## src/rtl/mono_page_framebuffer_dirty_flush_assert.svh

```systemverilog
// Assertion macros for the page frame store block.
// Included by the top level; depends on nothing else.
`ifndef MONO_PAGE_FRAMEBUFFER_DIRTY_FLUSH_ASSERT_SVH
`define MONO_PAGE_FRAMEBUFFER_DIRTY_FLUSH_ASSERT_SVH

// The consequent must hold in the same cycle as the antecedent.
`define MPFB_ASSERT_HOLDS(label, clk, rst, ante, cons, msg) \
  label: assert property (@(posedge clk) disable iff (rst) (ante) |-> (cons)) \
    else $error(msg);

// The consequent must hold in the cycle after the antecedent.
`define MPFB_ASSERT_NEXT(label, clk, rst, ante, cons, msg) \
  label: assert property (@(posedge clk) disable iff (rst) (ante) |=> (cons)) \
    else $error(msg);

`endif

```

## src/rtl/mpfb_pkg.sv

```systemverilog
// Shared types, operation codes and panel constants for the page frame store.
// Used by every module of the block; depends on nothing.
package mpfb_pkg;

  localparam int MEM_AW           = 10;
  localparam int BYTES_PER_RESULT = 8;

  localparam logic [7:0] CMD_PAGE_BASE     = 8'hB0;
  localparam logic [7:0] CMD_COL_LOW_MASK  = 8'h0F;
  localparam logic [7:0] CMD_COL_HIGH_BASE = 8'h10;
  localparam logic [7:0] CMD_COL_LOW_ZERO  = 8'h00;
  localparam logic [7:0] FILL_ONES         = 8'hFF;
  localparam logic [7:0] FILL_ZEROS        = 8'h00;
  localparam logic [3:0] CMD_BYTES         = 4'd3;

  typedef enum logic [2:0] {
    OP_SET_PIXEL  = 3'd0,
    OP_GET_PIXEL  = 3'd1,
    OP_HLINE      = 3'd2,
    OP_VLINE      = 3'd3,
    OP_CLEAR_PAGE = 3'd4,
    OP_FLUSH_PAGE = 3'd5
  } op_t;

  typedef enum logic [3:0] {
    ST_SWEEP,
    ST_IDLE,
    ST_DECODE,
    ST_DRAW,
    ST_GET,
    ST_ACK,
    ST_FILL,
    ST_CMD,
    ST_RUN,
    ST_DATA
  } state_t;

  typedef struct packed {
    logic [2:0] operation;
    logic [7:0] x_start;
    logic [7:0] x_end;
    logic [7:0] y_start;
    logic [7:0] y_end;
    logic       color;
    logic [2:0] page_index;
  } item_t;

  typedef struct packed {
    logic        is_data;
    logic [3:0]  byte_count;
    logic [63:0] payload;
    logic        pixel_value;
    logic        last;
  } result_t;

  typedef struct packed {
    logic              we;
    logic [MEM_AW-1:0] waddr;
    logic [7:0]        wdata;
    logic              re;
    logic [MEM_AW-1:0] raddr;
  } mem_req_t;

  typedef struct packed {
    logic       mark;
    logic       clear;
    logic [2:0] page;
    logic [7:0] lo;
    logic [6:0] hi;
  } mark_req_t;

  typedef struct packed {
    logic       dirty;
    logic [7:0] first;
    logic [6:0] last;
  } mark_view_t;

  function automatic logic [MEM_AW-1:0] cell_addr(input logic [2:0] page,
                                                  input logic [7:0] col);
    return {page, col[6:0]};
  endfunction

endpackage

```

## src/rtl/mpfb_obuf.sv

```systemverilog
// Output register: holds one result until the receiver takes it.
// Depends on mpfb_pkg.
module mpfb_obuf import mpfb_pkg::*; (
  input  logic        clk,
  input  logic        rst,
  input  logic        res_valid,
  input  result_t     res,
  output logic        res_free,
  output logic        m_tvalid,
  input  logic        m_tready,
  output logic [71:0] m_tdata,
  output logic        m_tuser,
  output logic        m_tlast
);

  result_t held;

  assign res_free = !m_tvalid || m_tready;

  always_ff @(posedge clk) begin
    if (rst) begin
      m_tvalid <= 1'b0;
    end else if (res_valid) begin
      m_tvalid <= 1'b1;
    end else if (m_tready) begin
      m_tvalid <= 1'b0;
    end
  end

  always_ff @(posedge clk) begin
    if (res_valid) begin
      held <= res;
    end
  end

  assign m_tdata = {3'b000, held.pixel_value, held.payload, held.byte_count};
  assign m_tuser = held.is_data;
  assign m_tlast = held.last;

endmodule

```

## config.mk

```make
export PLATFORM = sky130hd
export DESIGN_NAME = mpfb_obuf
export DESIGN_NICKNAME = d
export VERILOG_FILES = /design/src/rtl/mono_page_framebuffer_dirty_flush_assert.svh /design/src/rtl/mpfb_pkg.sv /design/src/rtl/mpfb_obuf.sv
export SDC_FILE = /design/constraint.sdc
export NUM_CORES = 1
export LEC_CHECK = 0
export ABC_AREA = 1
export BUFFER_PORTS_ARGS = -buffer_cell sky130_fd_sc_hd__buf_2
export CAP_MARGIN = 20
export CORE_MARGIN = 2
export CORE_UTILIZATION = 43
export CTS_CLUSTER_SIZE = 8
export DETAILED_ROUTE_END_ITERATION = 10
export PLACE_DENSITY_LB_ADDON = 0.2
export SETUP_SLACK_MARGIN = 0.3
export SYNTH_ARGS = -nofsm -noshare
export SYNTH_HDL_FRONTEND = slang
export SYNTH_SLANG_ARGS = --single-unit
export TNS_END_PERCENT = 5
```

## constraint.sdc

```tcl
create_clock -name clk -period 0.97 [get_ports clk]
set_input_delay 0.0485 -clock clk [delete_from_list [all_inputs] [get_ports clk]]
set_output_delay 0.0485 -clock clk [all_outputs]
set_load 0.02 [all_outputs]
```

==> metrics <==
register area share after synthesis=0.9778; Leakage Power=between 1.5 and 2 nW; Synth cell types=7; crit path DAT=around 900 ps; grt total ovfl=0; clock power share=0.311; residual DRC count=0; total number of vias=between 1500 and 2000; vias per std cell=4.145; RSZ-0062 raised after global routing=true; Wirelength per Cell=between 10 and 15 um; number of global-route vias before repair=~1700; critical path depth=1; status=completed; Max stage delay on crit path=390 ps; pre-CTS worst setup slack=between 100 and 150 ps; combinational share of power=0.151; largest net degree at the start of global routing=28; power density over the cells=between 1500 and 2000 nW/um2; Worst R2R Path Depth=2; clock-pin slew reported for the worst setup and hold paths after clock tree synthesis=approximately 70 ps; Avg Cell Area, Syn=about 28 um2; clk sinks=72; Worst Skew=0 ps; FF+latch count, synth=72; fin crit share=0.9765; crit path kind=flop to output pin; Setup-failing EPs final=0; worst hold path type=primary input to flop; mapped cell area=2201 um2; CTS max path bufs=2; Mapped Cells=80; Detail Placement HPWL=~3300 um; NetSw=roughly 0.0016 W; P&R area growth vs syn=81.75%; Port Buffers=147; Final Hold Fails=0; Sw Ratio=0.2320; clock latency on the worst-skew pair=330 ps; Pint=roughly 0.0053 W; critical path capture point type=output pin; Slew Viols, Final=0; # IOs=151; Detailed Routing Iterations Pass 1=4; Critical Path RT=approximately 920 ps; Post-CTS Setup Bufs=0; Synth top area share=0.9687; Core Region=between 5000 and 6000 um2; CTS root buf=clkbuf_8; VDD IR max=around 1400 uV; Iter 0 DRT Violations=a little under 70; CTS Hold Buffers Added=around 70; DRT Wirelength=5404 um; post-synth top area cell=edfxtp_1; CP max FO=1; CTS Buf Count=9; Worst Slack Setup Final=approximately 23 ps; leading post-synthesis cells by cell area=edfxtp_1 97%, buf_4 1.0%, dfxtp_1 0.91%; worst path buffer plus inverter count=1; DRT antenna net count=0; Ys Warns=0; max-cap violation count=0; crit path time final=roughly 950 ps; initial antenna violation count=0; Max Clk Rate=1056 MHz; die area=5706 um2; share of cells above drive strength 1=0.5205; gr usage total=0.1921; cell family with most CP delay=flip-flops; CP Cell Sequence=buf_2; final design utilization=0.7985; Die Y=approximately 76 um; diodes inserted=0; cell count of the worst hold path=4; die width=~76 um; CTS tree=done; worst-path cell with the longest stage delay=edfxtp_1; first-pass GRT wire length=about 7600 um; Reg power frac=0.539; routability cong.=roughly 0.74; Setup TNS Final=0 ps; Layout Nets=387; initial core utilization=0.4393; H-tree levels=3; CP Launch Type=flop; row count=26
## area by class of cell
| cell class | count | area (um2) |
|---|---|---|
| Clock buffer | 11 | 131.4 |
| Tap cell | 70 | 87.58 |
| Inverter | 2 | 7.507 |
| Timing Repair Buffer | 222 | 1541 |
| Fill cell | 319 | 1010 |
| Clock inverter | 5 | 47.55 |
| Multi-Input combinational cell | 5 | 31.28 |
| Sequential cell | 72 | 2153 |
## sequential cells by signal, summed over array words and instances (netlist names)
| signal | flops |
|---|---|
| m_tvalid | 1 |
| m_tuser | 1 |
| m_tdata | 69 |
| m_tlast | 1 |
## worst paths after layout
kind                    start          end  slack (ps)
hold reg to reg      m_tvalid     m_tvalid         480
setup reg to reg     m_tvalid     m_tvalid         400
setup / recovery  m_tdata[41]  m_tdata[41]          20
hold / removal       m_tready     m_tvalid         0.9
## synthesized netlist by cell type
cell	instances
buf_4	3
conb_1	1
dfxtp_1	1
inv_1	2
a21oi_2	1
edfxtp_1	71
nand2_2	1
## per-layer routing
layer | vias to the layer above | wire length [um] | share of wire | GRT usage
met5 | - | 0 | 0 | 0
met2 | 73 | 3134 | 0.58 | 0.3478
met1 | 745 | 1753 | 0.32 | 0.1870
met4 | 0 | 144 | 0.027 | 0.1150
met3 | 14 | 372 | 0.069 | 0.06614
li1 | 772 | - | - | -
## logic make-up (layout without fill, tap and decap cells)
family / Yosys count / count (layout) / synth area share
flip-flops: 72 / 72 / 0.9778
buffers and inverters: 5 / 240 / 0.01364
other: 1 / 3 / 0.001704
AO/OA/AOI/OAI: 1 / 1 / 0.003980
AND/OR/NAND/NOR: 1 / 1 / 0.002844
## cell usage in the layout (no fill, tap or decap), drive strengths merged
master | Yosys | final
buf | 3 | 150
dlygate4sd3 | 0 | 72
edfxtp | 71 | 71
clkbuf | 0 | 11
clkinv | 0 | 4
conb | 1 | 3
inv | 2 | 2
nand2 | 1 | 1
a21oi | 1 | 1
bufinv | 0 | 1
dfxtp | 1 | 1
## metrics by stage
| stage | area [um2] | power, W | cells | hold WS, ps |
|---|---|---|---|---|
| after floorplan | 2215 | 0.004176 | 82 | 103.6 |
| after global placement | 3075 | 0.004597 | 299 | 202.7 |
| after detailed placement | 3075 | 0.004612 | 299 | 202.6 |
| after CTS | 3981 | 0.006983 | 387 | -25.21 |
| after global routing | 4000 | 0.007213 | 387 | -2.118 |
| final | 4000 | 0.006953 | 387 | 0.9032 |
## power by group through the flow
stage	logic, W	clock network (W)	registers [W]
5_1_grt	0.00112	0.00233	0.00377
3_5_place_dp	0.000805	0	0.00381
6_report	0.00105	0.00216	0.00374
3_3_place_gp	0.000794	0	0.00380
2_1_floorplan	0.0000295	0	0.00415
4_1_cts	0.00103	0.00221	0.00374
## what timing repair did
action | in CTS | in global routing
endpoints found under the setup margin | 73 | 73
resized for setup | 2 | 6
endpoints found under the hold margin | 72 | 1
(Power assumes the default switching activity.)
