`config.mk`:
```
export PLATFORM = sky130hd
export DESIGN_NAME = mpfb_marks
export DESIGN_NICKNAME = d
export VERILOG_FILES = /design/src/rtl/mono_page_framebuffer_dirty_flush_assert.svh /design/src/rtl/mpfb_pkg.sv /design/src/rtl/mpfb_marks.sv
export SDC_FILE = /design/constraint.sdc
export NUM_CORES = 1
export LEC_CHECK = 0
export ABC_AREA = 1
export BUFFER_PORTS_ARGS = -buffer_cell sky130_fd_sc_hd__buf_2
export CORE_UTILIZATION = 55
export CTS_BUF_LIST = sky130_fd_sc_hd__clkbuf_8
export CTS_CLUSTER_DIAMETER = 150
export CTS_CLUSTER_SIZE = 20
export DETAILED_ROUTE_END_ITERATION = 8
export HOLD_SLACK_MARGIN = 0.15
export PLACE_DENSITY = 0.79
export SYNTH_ARGS = -nofsm -noshare
export SYNTH_HDL_FRONTEND = slang
export SYNTH_SLANG_ARGS = --single-unit
```
`constraint.sdc`:
```
create_clock -name clk -period 4 [get_ports clk]
set_input_delay 0.2 -clock clk [delete_from_list [all_inputs] [get_ports clk]]
set_output_delay 0.2 -clock clk [all_outputs]
set_load 0.005 [all_outputs]
```
`src/rtl/mono_page_framebuffer_dirty_flush_assert.svh`:
```
// Assertion macros for the page frame store block.
// Included by the top level; depends on nothing else.
`ifndef MONO_PAGE_FRAMEBUFFER_DIRTY_FLUSH_ASSERT_SVH
`define MONO_PAGE_FRAMEBUFFER_DIRTY_FLUSH_ASSERT_SVH

// The consequent must hold in the same cycle as the antecedent.
`define MPFB_ASSERT_HOLDS(label, clk, rst, ante, cons, msg) \
  label: assert property (@(posedge clk) disable iff (rst) (ante) |-> (cons)) \
    else $error(msg);

// The consequent must hold in the cycle after the antecedent.
`define MPFB_ASSERT_NEXT(label, clk, rst, ante, cons, msg) \
  label: assert property (@(posedge clk) disable iff (rst) (ante) |=> (cons)) \
    else $error(msg);

`endif

```
`src/rtl/mpfb_pkg.sv`:
```
// Shared types, operation codes and panel constants for the page frame store.
// Used by every module of the block; depends on nothing.
package mpfb_pkg;

  localparam int MEM_AW           = 10;
  localparam int BYTES_PER_RESULT = 8;

  localparam logic [7:0] CMD_PAGE_BASE     = 8'hB0;
  localparam logic [7:0] CMD_COL_LOW_MASK  = 8'h0F;
  localparam logic [7:0] CMD_COL_HIGH_BASE = 8'h10;
  localparam logic [7:0] CMD_COL_LOW_ZERO  = 8'h00;
  localparam logic [7:0] FILL_ONES         = 8'hFF;
  localparam logic [7:0] FILL_ZEROS        = 8'h00;
  localparam logic [3:0] CMD_BYTES         = 4'd3;

  typedef enum logic [2:0] {
    OP_SET_PIXEL  = 3'd0,
    OP_GET_PIXEL  = 3'd1,
    OP_HLINE      = 3'd2,
    OP_VLINE      = 3'd3,
    OP_CLEAR_PAGE = 3'd4,
    OP_FLUSH_PAGE = 3'd5
  } op_t;

  typedef enum logic [3:0] {
    ST_SWEEP,
    ST_IDLE,
    ST_DECODE,
    ST_DRAW,
    ST_GET,
    ST_ACK,
    ST_FILL,
    ST_CMD,
    ST_RUN,
    ST_DATA
  } state_t;

  typedef struct packed {
    logic [2:0] operation;
    logic [7:0] x_start;
    logic [7:0] x_end;
    logic [7:0] y_start;
    logic [7:0] y_end;
    logic       color;
    logic [2:0] page_index;
  } item_t;

  typedef struct packed {
    logic        is_data;
    logic [3:0]  byte_count;
    logic [63:0] payload;
    logic        pixel_value;
    logic        last;
  } result_t;

  typedef struct packed {
    logic              we;
    logic [MEM_AW-1:0] waddr;
    logic [7:0]        wdata;
    logic              re;
    logic [MEM_AW-1:0] raddr;
  } mem_req_t;

  typedef struct packed {
    logic       mark;
    logic       clear;
    logic [2:0] page;
    logic [7:0] lo;
    logic [6:0] hi;
  } mark_req_t;

  typedef struct packed {
    logic       dirty;
    logic [7:0] first;
    logic [6:0] last;
  } mark_view_t;

  function automatic logic [MEM_AW-1:0] cell_addr(input logic [2:0] page,
                                                  input logic [7:0] col);
    return {page, col[6:0]};
  endfunction

endpackage

```
`src/rtl/mpfb_marks.sv`:
```
// Per-page dirty marks: flag plus lowest and highest changed column.
// Depends on mpfb_pkg.
module mpfb_marks import mpfb_pkg::*; #(
  parameter int PANEL_WIDTH = 128
) (
  input  logic       clk,
  input  logic       rst,
  input  mark_req_t  req,
  input  logic [2:0] rd_page,
  output mark_view_t view
);

  logic       dirty [8];
  logic [7:0] first [8];
  logic [6:0] last  [8];

  always_ff @(posedge clk) begin
    if (rst) begin
      for (int p = 0; p < 8; p++) begin
        dirty[p] <= 1'b0;
        first[p] <= 8'(PANEL_WIDTH);
        last[p]  <= 7'd0;
      end
    end else if (req.clear) begin
      dirty[req.page] <= 1'b0;
      first[req.page] <= 8'(PANEL_WIDTH);
      last[req.page]  <= 7'd0;
    end else if (req.mark) begin
      dirty[req.page] <= 1'b1;
      if (first[req.page] > req.lo) begin
        first[req.page] <= req.lo;
      end
      if (last[req.page] < req.hi) begin
        last[req.page] <= req.hi;
      end
    end
  end

  assign view = '{dirty: dirty[rd_page], first: first[rd_page], last: last[rd_page]};

endmodule

```
==> results.py <==
metrics = {
    "outcome": {
        "status": "complete, no violations",
    },
    "pwr": {
        "power.internal_mw": 2.25,
        "fin_total_pwr_mw": 3.06,
        "leakage_nw": 2.91,
        "p_clk_share_pct": 36.3,
        "p_comb_share_pct": 12.6,
        "swShare_pct": 26.5,
        "power_switching_mw": 0.810,
        "power_density_nw_per_um2": 398,
        "ir_worst_vdd_mv": 0.241,
        "seqPwrFrac_pct": 51.1,
    },
    "timing": {
        "finalClockSkew_ns": 0.00981,
        "fin_tns_setup_ns": 0,
        "grt_setup_unrepaired": "false",
        "setup-violations-final": 0,
        "worst_pin_slew_ns": 1.22,
        "slew_headroom_pct": 18.8,
        "post-route-period-util_pct": 82.0,
        "holdWs_ns": 0.353,
        "fmax_mhz": 305,
        "fin_crit_ns": 3.28,
        "finalHoldViolCount": 0,
        "report.final.slew_viol_count": 0,
    },
    "layout": {
        "fillers": 1011,
        "final_cell_mix": "nor2_1 (185), edfxtp_1 (128), nand2_1 (97)",
        "design_area_sq_um": 7680,
        "antenna_cells": 0,
        "drive_above_1_share_pct": 12.1,
        "final_nets": 847,
        "final_common_cell": "nor2_1",
        "syn_to_final_growth_pct": 10.7,
        "final_util_pct": 63.1,
    },
    "global_routing": {
        "grt_antenna_before_repair": 0,
        "grt_pass1_wl_um": 31500,
        "grt_pass1_vias": 5786,
        "grt_overflow": 0,
        "grt_max_degree": 36,
        "groute.usage.overall_pct": 33.2,
    },
    "logic_synthesis": {
        "synthSimpleGateAreaFrac_pct": 18.7,
        "yosys.cell_types.count": 34,
        "synthAdderAreaFrac_pct": 2.52,
        "synth_top_family_by_area": "simple AND/OR/NAND/NOR gates",
        "synth_top_area_share_pct": 55.4,
        "syn_inst": 776,
        "yosys_warnings": 0,
        "synth-seq-area-share_pct": 55.4,
        "synth-xor-area-share_pct": 0,
        "synth_seq_cells": 128,
        "yosys.area.top_type": "edfxtp_1",
        "syn-num-nets": 815,
        "synth_compound_area_share_pct": 16.5,
        "avgSynthCellArea_sq_um": 8.94,
        "synthTopCellsByArea": "edfxtp_1 (55%), nor2_1 (10%), o21ai_0 (6.0%), nand2_1 (5.2%), inv_1 (3.6%)",
        "synthMuxAreaShare_pct": 0,
        "syn_area_sq_um": 6940,
    },
    "clock_tree": {
        "cts-resized-gates": 0,
        "cts.htree.levels": 4,
        "clk_pin_slew_ns": 0.07,
        "postCtsSetupRepairBufs": 0,
        "clk_latency_ns": 0.45,
        "cts_tree": "built",
        "numCtsBuffers": 17,
        "cts_sinks": 128,
        "postCtsHoldBufs": 1,
        "cts_buffer_depth": 2,
        "cts-root-buf": "clkbuf_8",
    },
    "place": {
        "placed_area_sq_um": 7280,
        "gp_congestion": 0.960,
        "hpwl_um": 13900,
        "numPortBuffers": 40,
    },
    "critical_path": {
        "cp-start-kind": "input port",
        "endpoint_kind": "flip-flop",
        "cpPeakStageDelay_ns": 0.43,
        "crit_slowest_cell": "nand2_1",
        "crit_path_max_fanout": 14,
        "worstPathCellList": "buf_2, inv_1, nand2_1, nor2_2, inv_1, o22ai_1, a221oi_1, nand4_1, ha_1, nand4_1, nor3_1, nor2_2, nand2_1, nand2_1, nand2_1, nand2_1",
        "critical_path_class": "input port to flip-flop",
        "arrival_ns": 3.37,
        "crit_path_frequent_cell": "nand2_1",
        "r2r_setup_slack_ns": 0.85,
        "required_ns": 4.09,
    },
    "min_path": {
        "worst_hold_path_type": "input port to flip-flop",
    },
    "floorplan": {
        "die_area_sq_um": 13100,
        "die_height_um": 114,
        "ios": 41,
        "die_w_um": 114,
        "start_util_pct": 57.1,
        "core_sq_um": 12200,
        "rows": 40,
    },
    "routing": {
        "avgViaCountPerCell": 6.22,
        "via_count": 6147,
        "dr.first_iter.drc_count": 900,
        "drtAntennaViolNets": 0,
        "first_pass_iters": 8,
        "wl_um": 20500,
        "route.detailed.drc": 0,
        "wl_per_cell_um": 20.7,
    },
    "flow_run": {
        "drv_cap": 0,
    },
}
==> final timing paths <==
kind / cells past startpoint / from / endpoint
hold reg to reg: 8 / first[6][6] / first[7][7]
setup reg to reg: 12 / first[5][4] / first[1][5]
hold / removal: 3 / req[15] / first[4][7]
setup / recovery: 16 / req[16] / first[1][5]
==> Yosys cell counts (all sizes together) <==
master and n:
nand3b 1, o2111ai 6, nand2 101, clkbuf 32, inv 70, a22o 1
clkinv 2, o22ai 10, a22oi 8, buf 15, nor3 1, o211ai 2
ha 14, o21bai 1, a31oi 16, o21a 2, a221oi 18, o21ai 86
nor2 189, nand3 21, a211oi 3, a21oi 40, edfxtp 128, nand4 9
==> layout make-up <==
class | count | area (sq um) | share of cell area, %
Sequential cell | 128 | 3840 | 50.0
Inverter | 72 | 270 | 3.52
Timing Repair Buffer | 60 | 353 | 4.59
Clock inverter | 15 | 153 | 1.99
Tap cell | 168 | 210 | 2.74
Clock buffer | 17 | 234 | 3.05
Multi-Input combinational cell | 529 | 2620 | 34.1
==> power groups by stage <==
| stage | Combinational (mW) | Sequential, mW | Clock [mW] |
|---|---|---|---|
| 3_5_place_dp | 0.372 | 1.59 | 0 |
| 3_3_place_gp | 0.360 | 1.59 | 0 |
| 6_report | 0.384 | 1.56 | 1.11 |
| 5_1_grt | 0.419 | 1.57 | 1.16 |
| 4_1_cts | 0.375 | 1.56 | 1.11 |
| 2_1_floorplan | 0.245 | 1.58 | 0 |
==> flip-flops by register name, indices dropped and copies added (netlist names) <==
register / count
last: 56
dirty: 8
first: 64
==> through the flow <==
step	setup slack (ns)	std cells
3_3_place_gp	0.511	956
2_1_floorplan	1.02	776
3_5_place_dp	0.395	956
6_report	0.719	989
5_1_grt	0.565	989
4_1_cts	0.855	989
==> kinds of logic (layout without fill, tap and decap cells) <==
group | count (synthesis) | after routing
AOI/OAI and AO/OA | 193 | 193
and+or+nand+nor | 322 | 322
DFF | 128 | 128
adders and majority gates | 14 | 14
buffers and inverters | 119 | 164
==> critical path, delay by kind of cell <==
| kind | cells | cell delay, ns |
|---|---|---|
| AO/OA/AOI/OAI | 2 | 0.42 |
| adder cells (fa/ha/maj) | 1 | 0.35 |
| buffers and inverters | 3 | 0.62 |
| AND/OR/NAND/NOR | 10 | 1.79 |
==> per-layer routing <==
metal	track usage (%)	up-vias	wire length, um
met5	0	-	0
met4	14.9	0	602
met3	9.37	61	2670
met2	51.0	478	9200
met1	43.9	2851	7980
li1	-	2757	-
Note: power is estimated with default switching activity, not from simulation.
