File: src/rtl/mono_page_framebuffer_dirty_flush_assert.svh
// Assertion macros for the page frame store block.
// Included by the top level; depends on nothing else.
`ifndef MONO_PAGE_FRAMEBUFFER_DIRTY_FLUSH_ASSERT_SVH
`define MONO_PAGE_FRAMEBUFFER_DIRTY_FLUSH_ASSERT_SVH

// The consequent must hold in the same cycle as the antecedent.
`define MPFB_ASSERT_HOLDS(label, clk, rst, ante, cons, msg) \
  label: assert property (@(posedge clk) disable iff (rst) (ante) |-> (cons)) \
    else $error(msg);

// The consequent must hold in the cycle after the antecedent.
`define MPFB_ASSERT_NEXT(label, clk, rst, ante, cons, msg) \
  label: assert property (@(posedge clk) disable iff (rst) (ante) |=> (cons)) \
    else $error(msg);

`endif

File: src/rtl/mpfb_pkg.sv
// Shared types, operation codes and panel constants for the page frame store.
// Used by every module of the block; depends on nothing.
package mpfb_pkg;

  localparam int MEM_AW           = 10;
  localparam int BYTES_PER_RESULT = 8;

  localparam logic [7:0] CMD_PAGE_BASE     = 8'hB0;
  localparam logic [7:0] CMD_COL_LOW_MASK  = 8'h0F;
  localparam logic [7:0] CMD_COL_HIGH_BASE = 8'h10;
  localparam logic [7:0] CMD_COL_LOW_ZERO  = 8'h00;
  localparam logic [7:0] FILL_ONES         = 8'hFF;
  localparam logic [7:0] FILL_ZEROS        = 8'h00;
  localparam logic [3:0] CMD_BYTES         = 4'd3;

  typedef enum logic [2:0] {
    OP_SET_PIXEL  = 3'd0,
    OP_GET_PIXEL  = 3'd1,
    OP_HLINE      = 3'd2,
    OP_VLINE      = 3'd3,
    OP_CLEAR_PAGE = 3'd4,
    OP_FLUSH_PAGE = 3'd5
  } op_t;

  typedef enum logic [3:0] {
    ST_SWEEP,
    ST_IDLE,
    ST_DECODE,
    ST_DRAW,
    ST_GET,
    ST_ACK,
    ST_FILL,
    ST_CMD,
    ST_RUN,
    ST_DATA
  } state_t;

  typedef struct packed {
    logic [2:0] operation;
    logic [7:0] x_start;
    logic [7:0] x_end;
    logic [7:0] y_start;
    logic [7:0] y_end;
    logic       color;
    logic [2:0] page_index;
  } item_t;

  typedef struct packed {
    logic        is_data;
    logic [3:0]  byte_count;
    logic [63:0] payload;
    logic        pixel_value;
    logic        last;
  } result_t;

  typedef struct packed {
    logic              we;
    logic [MEM_AW-1:0] waddr;
    logic [7:0]        wdata;
    logic              re;
    logic [MEM_AW-1:0] raddr;
  } mem_req_t;

  typedef struct packed {
    logic       mark;
    logic       clear;
    logic [2:0] page;
    logic [7:0] lo;
    logic [6:0] hi;
  } mark_req_t;

  typedef struct packed {
    logic       dirty;
    logic [7:0] first;
    logic [6:0] last;
  } mark_view_t;

  function automatic logic [MEM_AW-1:0] cell_addr(input logic [2:0] page,
                                                  input logic [7:0] col);
    return {page, col[6:0]};
  endfunction

endpackage

File: src/rtl/mpfb_ctrl.sv
// Sequencer: clears the store after reset, decodes items, runs the
// read-modify-write draws, page fills and byte runs. Depends on mpfb_pkg.
module mpfb_ctrl import mpfb_pkg::*; #(
  parameter int PANEL_WIDTH  = 128,
  parameter int PANEL_HEIGHT = 64
) (
  input  logic       clk,
  input  logic       rst,
  input  logic       in_valid,
  output logic       in_ready,
  input  item_t      in_item,
  output mem_req_t   mem_req,
  input  logic [7:0] mem_rdata,
  output mark_req_t  mreq,
  output logic [2:0] mpage,
  input  mark_view_t mview,
  output logic       res_valid,
  output result_t    res,
  input  logic       res_free,
  output logic       sweeping
);

  localparam int NUM_PAGES = (PANEL_HEIGHT + 7) / 8;
  localparam logic [7:0] W8     = 8'(PANEL_WIDTH);
  localparam logic [7:0] W_LAST = 8'(PANEL_WIDTH - 1);
  localparam logic [7:0] H8     = 8'(PANEL_HEIGHT);
  localparam logic [7:0] H_LAST = 8'(PANEL_HEIGHT - 1);
  localparam logic [3:0] NP4    = 4'(NUM_PAGES);
  localparam logic [MEM_AW-1:0] SWEEP_LAST = MEM_AW'(NUM_PAGES * 128 - 1);
  localparam logic [3:0] GRP_LAST = 4'(BYTES_PER_RESULT - 1);

  state_t            state, state_next;
  item_t             item, item_next;
  logic [7:0]        cur_col, cur_col_next, end_col, end_col_next;
  logic [2:0]        cur_page, cur_page_next, end_page, end_page_next;
  logic              pix, pix_next;
  logic [MEM_AW-1:0] sweep_addr, sweep_addr_next;
  logic              wpend_valid, wpend_valid_next;
  logic [MEM_AW-1:0] wpend_addr, wpend_addr_next;
  logic [7:0]        wpend_mask, wpend_mask_next;
  logic              pend_valid, pend_valid_next;
  logic [2:0]        pend_idx, pend_idx_next;
  logic [3:0]        grp_n, grp_n_next;
  logic              run_done, run_done_next;
  logic [63:0]       acc, acc_next;

  logic       on_panel, page_ok;
  logic [7:0] xe_c, ye_c, first_c, last_c, last_k;
  logic [2:0] lo_b, hi_b;
  logic [7:0] vmask, fill;

  assign on_panel = (item.x_start < W8) && (item.y_start < H8);
  assign page_ok  = {1'b0, item.page_index} < NP4;
  assign xe_c     = (item.x_end >= W8) ? W_LAST : item.x_end;
  assign ye_c     = (item.y_end >= H8) ? H_LAST : item.y_end;
  assign first_c  = (mview.first >= W8) ? W_LAST : mview.first;
  assign last_k   = ({1'b0, mview.last} >= W8) ? W_LAST : {1'b0, mview.last};
  assign last_c   = (last_k < first_c) ? first_c : last_k;
  assign lo_b     = (cur_page == item.y_start[5:3]) ? item.y_start[2:0] : 3'd0;
  assign hi_b     = (cur_page == ye_c[5:3]) ? ye_c[2:0] : 3'd7;
  assign vmask    = (8'hFF << lo_b) & (8'hFF >> (3'd7 - hi_b));
  assign fill     = item.color ? FILL_ONES : FILL_ZEROS;

  assign mpage    = item.page_index;
  assign in_ready = (state == ST_IDLE);
  assign sweeping = (state == ST_SWEEP);

  always_ff @(posedge clk) begin
    if (rst) begin
      state       <= ST_SWEEP;
      sweep_addr  <= '0;
      wpend_valid <= 1'b0;
      pend_valid  <= 1'b0;
    end else begin
      state       <= state_next;
      sweep_addr  <= sweep_addr_next;
      wpend_valid <= wpend_valid_next;
      pend_valid  <= pend_valid_next;
    end
  end

  always_ff @(posedge clk) begin
    item       <= item_next;
    cur_col    <= cur_col_next;
    end_col    <= end_col_next;
    cur_page   <= cur_page_next;
    end_page   <= end_page_next;
    pix        <= pix_next;
    wpend_addr <= wpend_addr_next;
    wpend_mask <= wpend_mask_next;
    pend_idx   <= pend_idx_next;
    grp_n      <= grp_n_next;
    run_done   <= run_done_next;
    acc        <= acc_next;
  end

  always_comb begin
    state_next       = state;
    item_next        = item;
    cur_col_next     = cur_col;
    end_col_next     = end_col;
    cur_page_next    = cur_page;
    end_page_next    = end_page;
    pix_next         = pix;
    sweep_addr_next  = sweep_addr;
    wpend_valid_next = 1'b0;
    wpend_addr_next  = wpend_addr;
    wpend_mask_next  = wpend_mask;
    pend_valid_next  = 1'b0;
    pend_idx_next    = pend_idx;
    grp_n_next       = grp_n;
    run_done_next    = run_done;
    acc_next         = acc;
    mem_req          = '0;
    mreq             = '0;
    res_valid        = 1'b0;
    res              = '0;

    // Write-back half of a draw: data read last cycle, modified by the mask.
    if (wpend_valid) begin
      mem_req.we    = 1'b1;
      mem_req.waddr = wpend_addr;
      mem_req.wdata = item.color ? (mem_rdata | wpend_mask) : (mem_rdata & ~wpend_mask);
    end
    // Packing half of a byte run.
    if (pend_valid) begin
      acc_next[{pend_idx, 3'b000} +: 8] = mem_rdata;
    end

    case (state)
      ST_SWEEP: begin
        mem_req.we    = 1'b1;
        mem_req.waddr = sweep_addr;
        mem_req.wdata = FILL_ZEROS;
        sweep_addr_next = sweep_addr + 1'b1;
        if (sweep_addr == SWEEP_LAST) begin
          state_next = ST_IDLE;
        end
      end
      ST_IDLE: begin
        if (in_valid) begin
          item_next  = in_item;
          state_next = ST_DECODE;
        end
      end
      ST_DECODE: begin
        pix_next      = 1'b0;
        cur_col_next  = item.x_start;
        end_col_next  = item.x_start;
        cur_page_next = item.y_start[5:3];
        end_page_next = item.y_start[5:3];
        state_next    = ST_ACK;
        case (item.operation)
          OP_SET_PIXEL: begin
            if (on_panel) begin
              mreq = '{mark: 1'b1, clear: 1'b0, page: item.y_start[5:3],
                       lo: item.x_start, hi: item.x_start[6:0]};
              state_next = ST_DRAW;
            end
          end
          OP_HLINE: begin
            if (on_panel && (xe_c >= item.x_start)) begin
              end_col_next = xe_c;
              mreq = '{mark: 1'b1, clear: 1'b0, page: item.y_start[5:3],
                       lo: item.x_start, hi: xe_c[6:0]};
              state_next = ST_DRAW;
            end
          end
          OP_VLINE: begin
            if (on_panel && (ye_c >= item.y_start)) begin
              end_page_next = ye_c[5:3];
              state_next    = ST_DRAW;
            end
          end
          OP_GET_PIXEL: begin
            if (on_panel) begin
              mem_req.re    = 1'b1;
              mem_req.raddr = cell_addr(item.y_start[5:3], item.x_start);
              state_next    = ST_GET;
            end
          end
          OP_CLEAR_PAGE: begin
            if (page_ok) begin
              mreq.clear   = 1'b1;
              mreq.page    = item.page_index;
              cur_col_next = 8'd0;
              state_next   = ST_FILL;
            end
          end
          OP_FLUSH_PAGE: begin
            if (page_ok && mview.dirty) begin
              mreq.clear   = 1'b1;
              mreq.page    = item.page_index;
              cur_col_next = first_c;
              end_col_next = last_c;
              state_next   = ST_CMD;
            end
          end
          default: begin
            state_next = ST_ACK;
          end
        endcase
      end
      ST_DRAW: begin
        mem_req.re       = 1'b1;
        mem_req.raddr    = cell_addr(cur_page, cur_col);
        wpend_valid_next = 1'b1;
        wpend_addr_next  = cell_addr(cur_page, cur_col);
        if (item.operation == OP_VLINE) begin
          wpend_mask_next = vmask;
          mreq = '{mark: 1'b1, clear: 1'b0, page: cur_page,
                   lo: item.x_start, hi: item.x_start[6:0]};
          cur_page_next = cur_page + 1'b1;
          if (cur_page == end_page) begin
            state_next = ST_ACK;
          end
        end else begin
          wpend_mask_next = 8'h01 << item.y_start[2:0];
          cur_col_next    = cur_col + 1'b1;
          if (cur_col == end_col) begin
            state_next = ST_ACK;
          end
        end
      end
      ST_GET: begin
        pix_next   = mem_rdata[item.y_start[2:0]];
        state_next = ST_ACK;
      end
      ST_ACK: begin
        if (res_free) begin
          res_valid       = 1'b1;
          res.pixel_value = pix;
          res.last        = 1'b1;
          state_next      = ST_IDLE;
        end
      end
      ST_FILL: begin
        mem_req.we    = 1'b1;
        mem_req.waddr = cell_addr(item.page_index, cur_col);
        mem_req.wdata = fill;
        cur_col_next  = cur_col + 1'b1;
        if (cur_col == W_LAST) begin
          cur_col_next = 8'd0;
          end_col_next = W_LAST;
          state_next   = ST_CMD;
        end
      end
      ST_CMD: begin
        grp_n_next    = 4'd0;
        run_done_next = 1'b0;
        acc_next      = '0;
        if (res_free) begin
          res_valid      = 1'b1;
          res.byte_count = CMD_BYTES;
          if (item.operation == OP_CLEAR_PAGE) begin
            res.payload = {40'd0, CMD_PAGE_BASE + {5'd0, item.page_index},
                           CMD_COL_HIGH_BASE, CMD_COL_LOW_ZERO};
          end else begin
            res.payload = {40'd0, {4'd0, cur_col[7:4]} | CMD_COL_HIGH_BASE,
                           cur_col & CMD_COL_LOW_MASK,
                           CMD_PAGE_BASE + {5'd0, item.page_index}};
          end
          state_next = ST_RUN;
        end
      end
      ST_RUN: begin
        mem_req.re      = 1'b1;
        mem_req.raddr   = cell_addr(item.page_index, cur_col);
        pend_valid_next = 1'b1;
        pend_idx_next   = grp_n[2:0];
        grp_n_next      = grp_n + 1'b1;
        cur_col_next    = cur_col + 1'b1;
        if (cur_col == end_col) begin
          run_done_next = 1'b1;
        end
        if ((cur_col == end_col) || (grp_n == GRP_LAST)) begin
          state_next = ST_DATA;
        end
      end
      ST_DATA: begin
        if (!pend_valid && res_free) begin
          res_valid      = 1'b1;
          res.is_data    = 1'b1;
          res.byte_count = grp_n;
          res.payload    = acc;
          res.last       = run_done;
          acc_next       = '0;
          grp_n_next     = 4'd0;
          state_next     = run_done ? ST_IDLE : ST_RUN;
        end
      end
      default: begin
        state_next = ST_IDLE;
      end
    endcase
  end

endmodule

File: config.mk
export PLATFORM = sky130hd
export DESIGN_NAME = mpfb_ctrl
export DESIGN_NICKNAME = d
export VERILOG_FILES = /design/src/rtl/mono_page_framebuffer_dirty_flush_assert.svh /design/src/rtl/mpfb_pkg.sv /design/src/rtl/mpfb_ctrl.sv
export SDC_FILE = /design/constraint.sdc
export NUM_CORES = 1
export LEC_CHECK = 0
export BUFFER_PORTS_ARGS = -buffer_cell sky130_fd_sc_hd__buf_2
export CAP_MARGIN = 5
export CORE_MARGIN = 2
export CORE_UTILIZATION = 55
export CTS_CLUSTER_DIAMETER = 30
export DETAILED_ROUTE_END_ITERATION = 16
export PLACE_DENSITY = 0.88
export SLEW_MARGIN = 10
export SYNTH_ARGS = -nofsm -noshare
export SYNTH_HDL_FRONTEND = slang
export SYNTH_SLANG_ARGS = --single-unit
File: constraint.sdc
create_clock -name clk -period 3.1 [get_ports clk]
set_clock_uncertainty 0.05 [all_clocks]
set_input_delay 0.62 -clock clk [delete_from_list [all_inputs] [get_ports clk]]
set_output_delay 0.62 -clock clk [all_outputs]
set_load 0.03 [all_outputs]
==> results_dict.tcl <==
set metrics [dict create \
    outcome "complete, but fails checks" \
    failed_checks "negative setup slack" \
    synth_top_cells_by_count "nor2_1, edfxtp_1, dfxtp_1" \
    core_region_area_um2 17200 \
    rsz0062_at_grt "yes" \
    whs_path_depth 1 \
    initial_standard_cell_utilization_of_the_core_pct 55.9 \
    cts_made_buffers 17 \
    total_leakage_power_nw 5.36 \
    start_kind "register" \
    dr.pass1.iters 7 \
    grt_pass1_vias 7938 \
    reg2reg_slack_ns 0.16 \
    routed_via_density 6.07 \
    post_layout_nonfiller_instances 1428 \
    cts-root-buf "clkbuf_16" \
    synth.area.top_cells "edfxtp_1, dfxtp_1, mux2i_1, nor2_1, ha_1" \
    first_pass_grt_wire_length_um 40300 \
    post_route_cells_drive_above_1_share_pct 30.0 \
    synth.yosys.seq_area_share_pct 44.2 \
    ys_dominant_reg_cell "edfxtp_1" \
    yosys.cell_types.count 89 \
    busiest_layer "met2" \
    stdcell_area_um2 11700 \
    tns_ns -3.90 \
    gr-usage-met2_pct 45.5 \
    number_of_input_and_output_port_buffers_inserted 193 \
    placement_rows 48 \
    die_h_um 136 \
    synth_area_um2 9600 \
    cts_tree "done" \
    yosys.cell_count.top_type "nor2_1" \
    drt-initial-drc-count 960 \
    required_ns 2.43 \
    drc 0 \
    post_synth_top_area_share_pct 27.5 \
    clock_tree.buffer_depth 2 \
    min_from "in_item[36]" \
    die_w_um 136 \
    yosys_warnings 0 \
    place_worst_setup_slack_ns 0.0379 \
    critPathMaxFanout 7 \
    synth.ff_latch_count 168 \
    setup_violations 19 \
    flow.area_growth_from_synthesis_pct 22.3 \
    ant_nets 0 \
    worst_r2r_endpoint "end_page[2]" \
    use_met3_pct 6.86 \
    grt_overflow 0 \
    num_antenna_cells 0 \
    powerDensity_nw_per_um2 393 \
    slew_viol_final 0 \
    dieArea_um2 18500 \
    cts_hold_buf 0 \
    boundaryPins 194 \
    cts_max_level 4 \
    crit_path_end_kind "primary output" \
    dp_hpwl_um 18200 \
    sink_count_of_the_clock_tree 168 \
    worst_vdd_ir_mv 0.379 \
    max_slew.worst_pin.slew_ns 0.767 \
    wirelength_um 27600 \
    synth_enable_flop_cells 88 \
    place.detailed.instances 1382 \
    clkLatencyLatePin_ns 0.44 \
    timing.setup.critical_path_class "reg -> out" \
    finalWeightedCongestion 0.913 \
    finalNetCount 1285 \
    power_mw 4.62 \
    hold_violations 0 \
    period_minus_slack_ns 3.36 \
    final.period_utilization_pct 108 \
    grtUsageMet1_pct 36.2 \
    combined_area_of_the_multi_input_logic_cells_um2 4960 \
    async_flop_share_pct 0 \
    critPathArrivalTime_ns 2.69 \
    grtUsageTotal_pct 27.9 \
    seq_area_um2 4250 \
    relSlewSlack_pct 48.5 \
    postSynthAreaPerCell_um2 9.58 \
    cts.reportedPaths.clkPinSlew_ns 0.07 \
    crit_start "item[27]" \
    max_clock_freq_ghz 0.298 \
    r2r-start "item[11]" \
    maximum_capacitance_violations 0 \
    detailroute.via_count 8674 \
    syn_inst 1002 \
    fillerInstances 1256 \
    grt_max_degree 65 \
    dpl-instance-area_um2 10700 \
    min_path_type "in -> reg" \
    hold_end "item[36]" \
    wl_per_cell_um 19.3 \
    netlist.top_cell.by_area "edfxtp_1" \
    worst_slack_ns -0.258 \
    initial_antenna_violation_count 0 \
    ff2ff_path_depth 9 \
]
==> cells in the final DEF, fill, tap and decap left out, drive strengths merged, types with 9 or more instances in the layout <==
cell,n
clkbuf,18
a21o,10
nor3,17
inv,60
nor2,145
and2,52
edfxtp,88
xnor2,10
or3,9
o21ai,38
nand4,14
a22o,18
nand3,27
nand2,71
mux2i,55
mux2,10
ha,28
a222oi,13
buf,242
nand3b,13
dfxtp,80
a21oi,48
xor2,26
==> metrics by stage <==
stage	utilization, %	hold WS [ns]
finish	68.3	0.301
detailed placement	62.5	0.401
CTS	66.8	0.292
global placement	62.5	0.393
floorplan	-	0.371
global route	68.3	0.281
==> state kept, by name, indices dropped and copies added, names as in the netlist <==
register,cells
grp_n,4
cur_page,3
mpage,3
pend_valid,1
wpend_valid,1
end_col,8
item,36
end_page,3
state,4
wpend_mask,8
acc,64
sweep_addr,10
pix,1
cur_col,8
pend_idx,3
run_done,1
wpend_addr,10
==> worst max path at each step <==
stage / slack (ns) / cells after the start / to
floorplan: -0.03 / 9 / mreq[0]
global placement: 0.12 / 9 / mreq[7]
detailed placement: 0.04 / 9 / mreq[10]
CTS: -0.17 / 11 / mreq[4]
global route: -0.38 / 12 / mreq[2]
finish: -0.26 / 12 / mreq[0]
==> area by class of cell <==
class / count / share of cell area, %
repair buffers: 242 / 12.6
clock buffers: 18 / 3.74
flip-flops and latches: 168 / 36.2
multi-input cells: 713 / 42.3
well taps: 225 / 2.40
inverters: 48 / 1.56
clock inverters: 14 / 1.22
==> per-layer routing <==
metal	wire length, um	up-vias
li1	-	3941
met1	10500	4050
met3	2850	98
met2	13400	585
met5	0	-
met4	854	0
==> report_power, final <==
group          internal [mW]  switching (mW)  leakage [nW]
Clock                   1.10            1.03         0.293
Combinational         0.0660          0.0910          3.65
Sequential              2.33         0.00550          1.42
Total                   3.49            1.12          5.36
==> timing repair <==
item                       CTS  global route
buffers inserted             6             7
resized for setup           45            50
cloned                       0             1
setup endpoints to repair   24            32
pin swaps                    4            11
==> cells by family after synthesis <==
logic type	after synthesis	share of synthesized area (%)
XOR/XNOR	36	3.29
flip-flops	168	44.2
buffers and inverters	123	6.28
adder cells (fa/ha/maj)	28	3.65
other	1	0.0391
multiplexers	67	7.38
AO/OA/AOI/OAI	189	14.0
AND/OR/NAND/NOR	390	21.2
==> worst max-delay path, stage by stage (launching register included) <==
cell,delay (ns)
edfxtp_1,0.43
buf_6,0.19
nor2_4,0.14
inv_1,0.07
ha_1,0.29
nand2_1,0.08
nor2_2,0.18
a31oi_4,0.12
buf_6,0.15
nor2_4,0.13
nand2_4,0.13
o21ai_4,0.20
buf_6,0.15
Power figures use the tool's default switching activity.
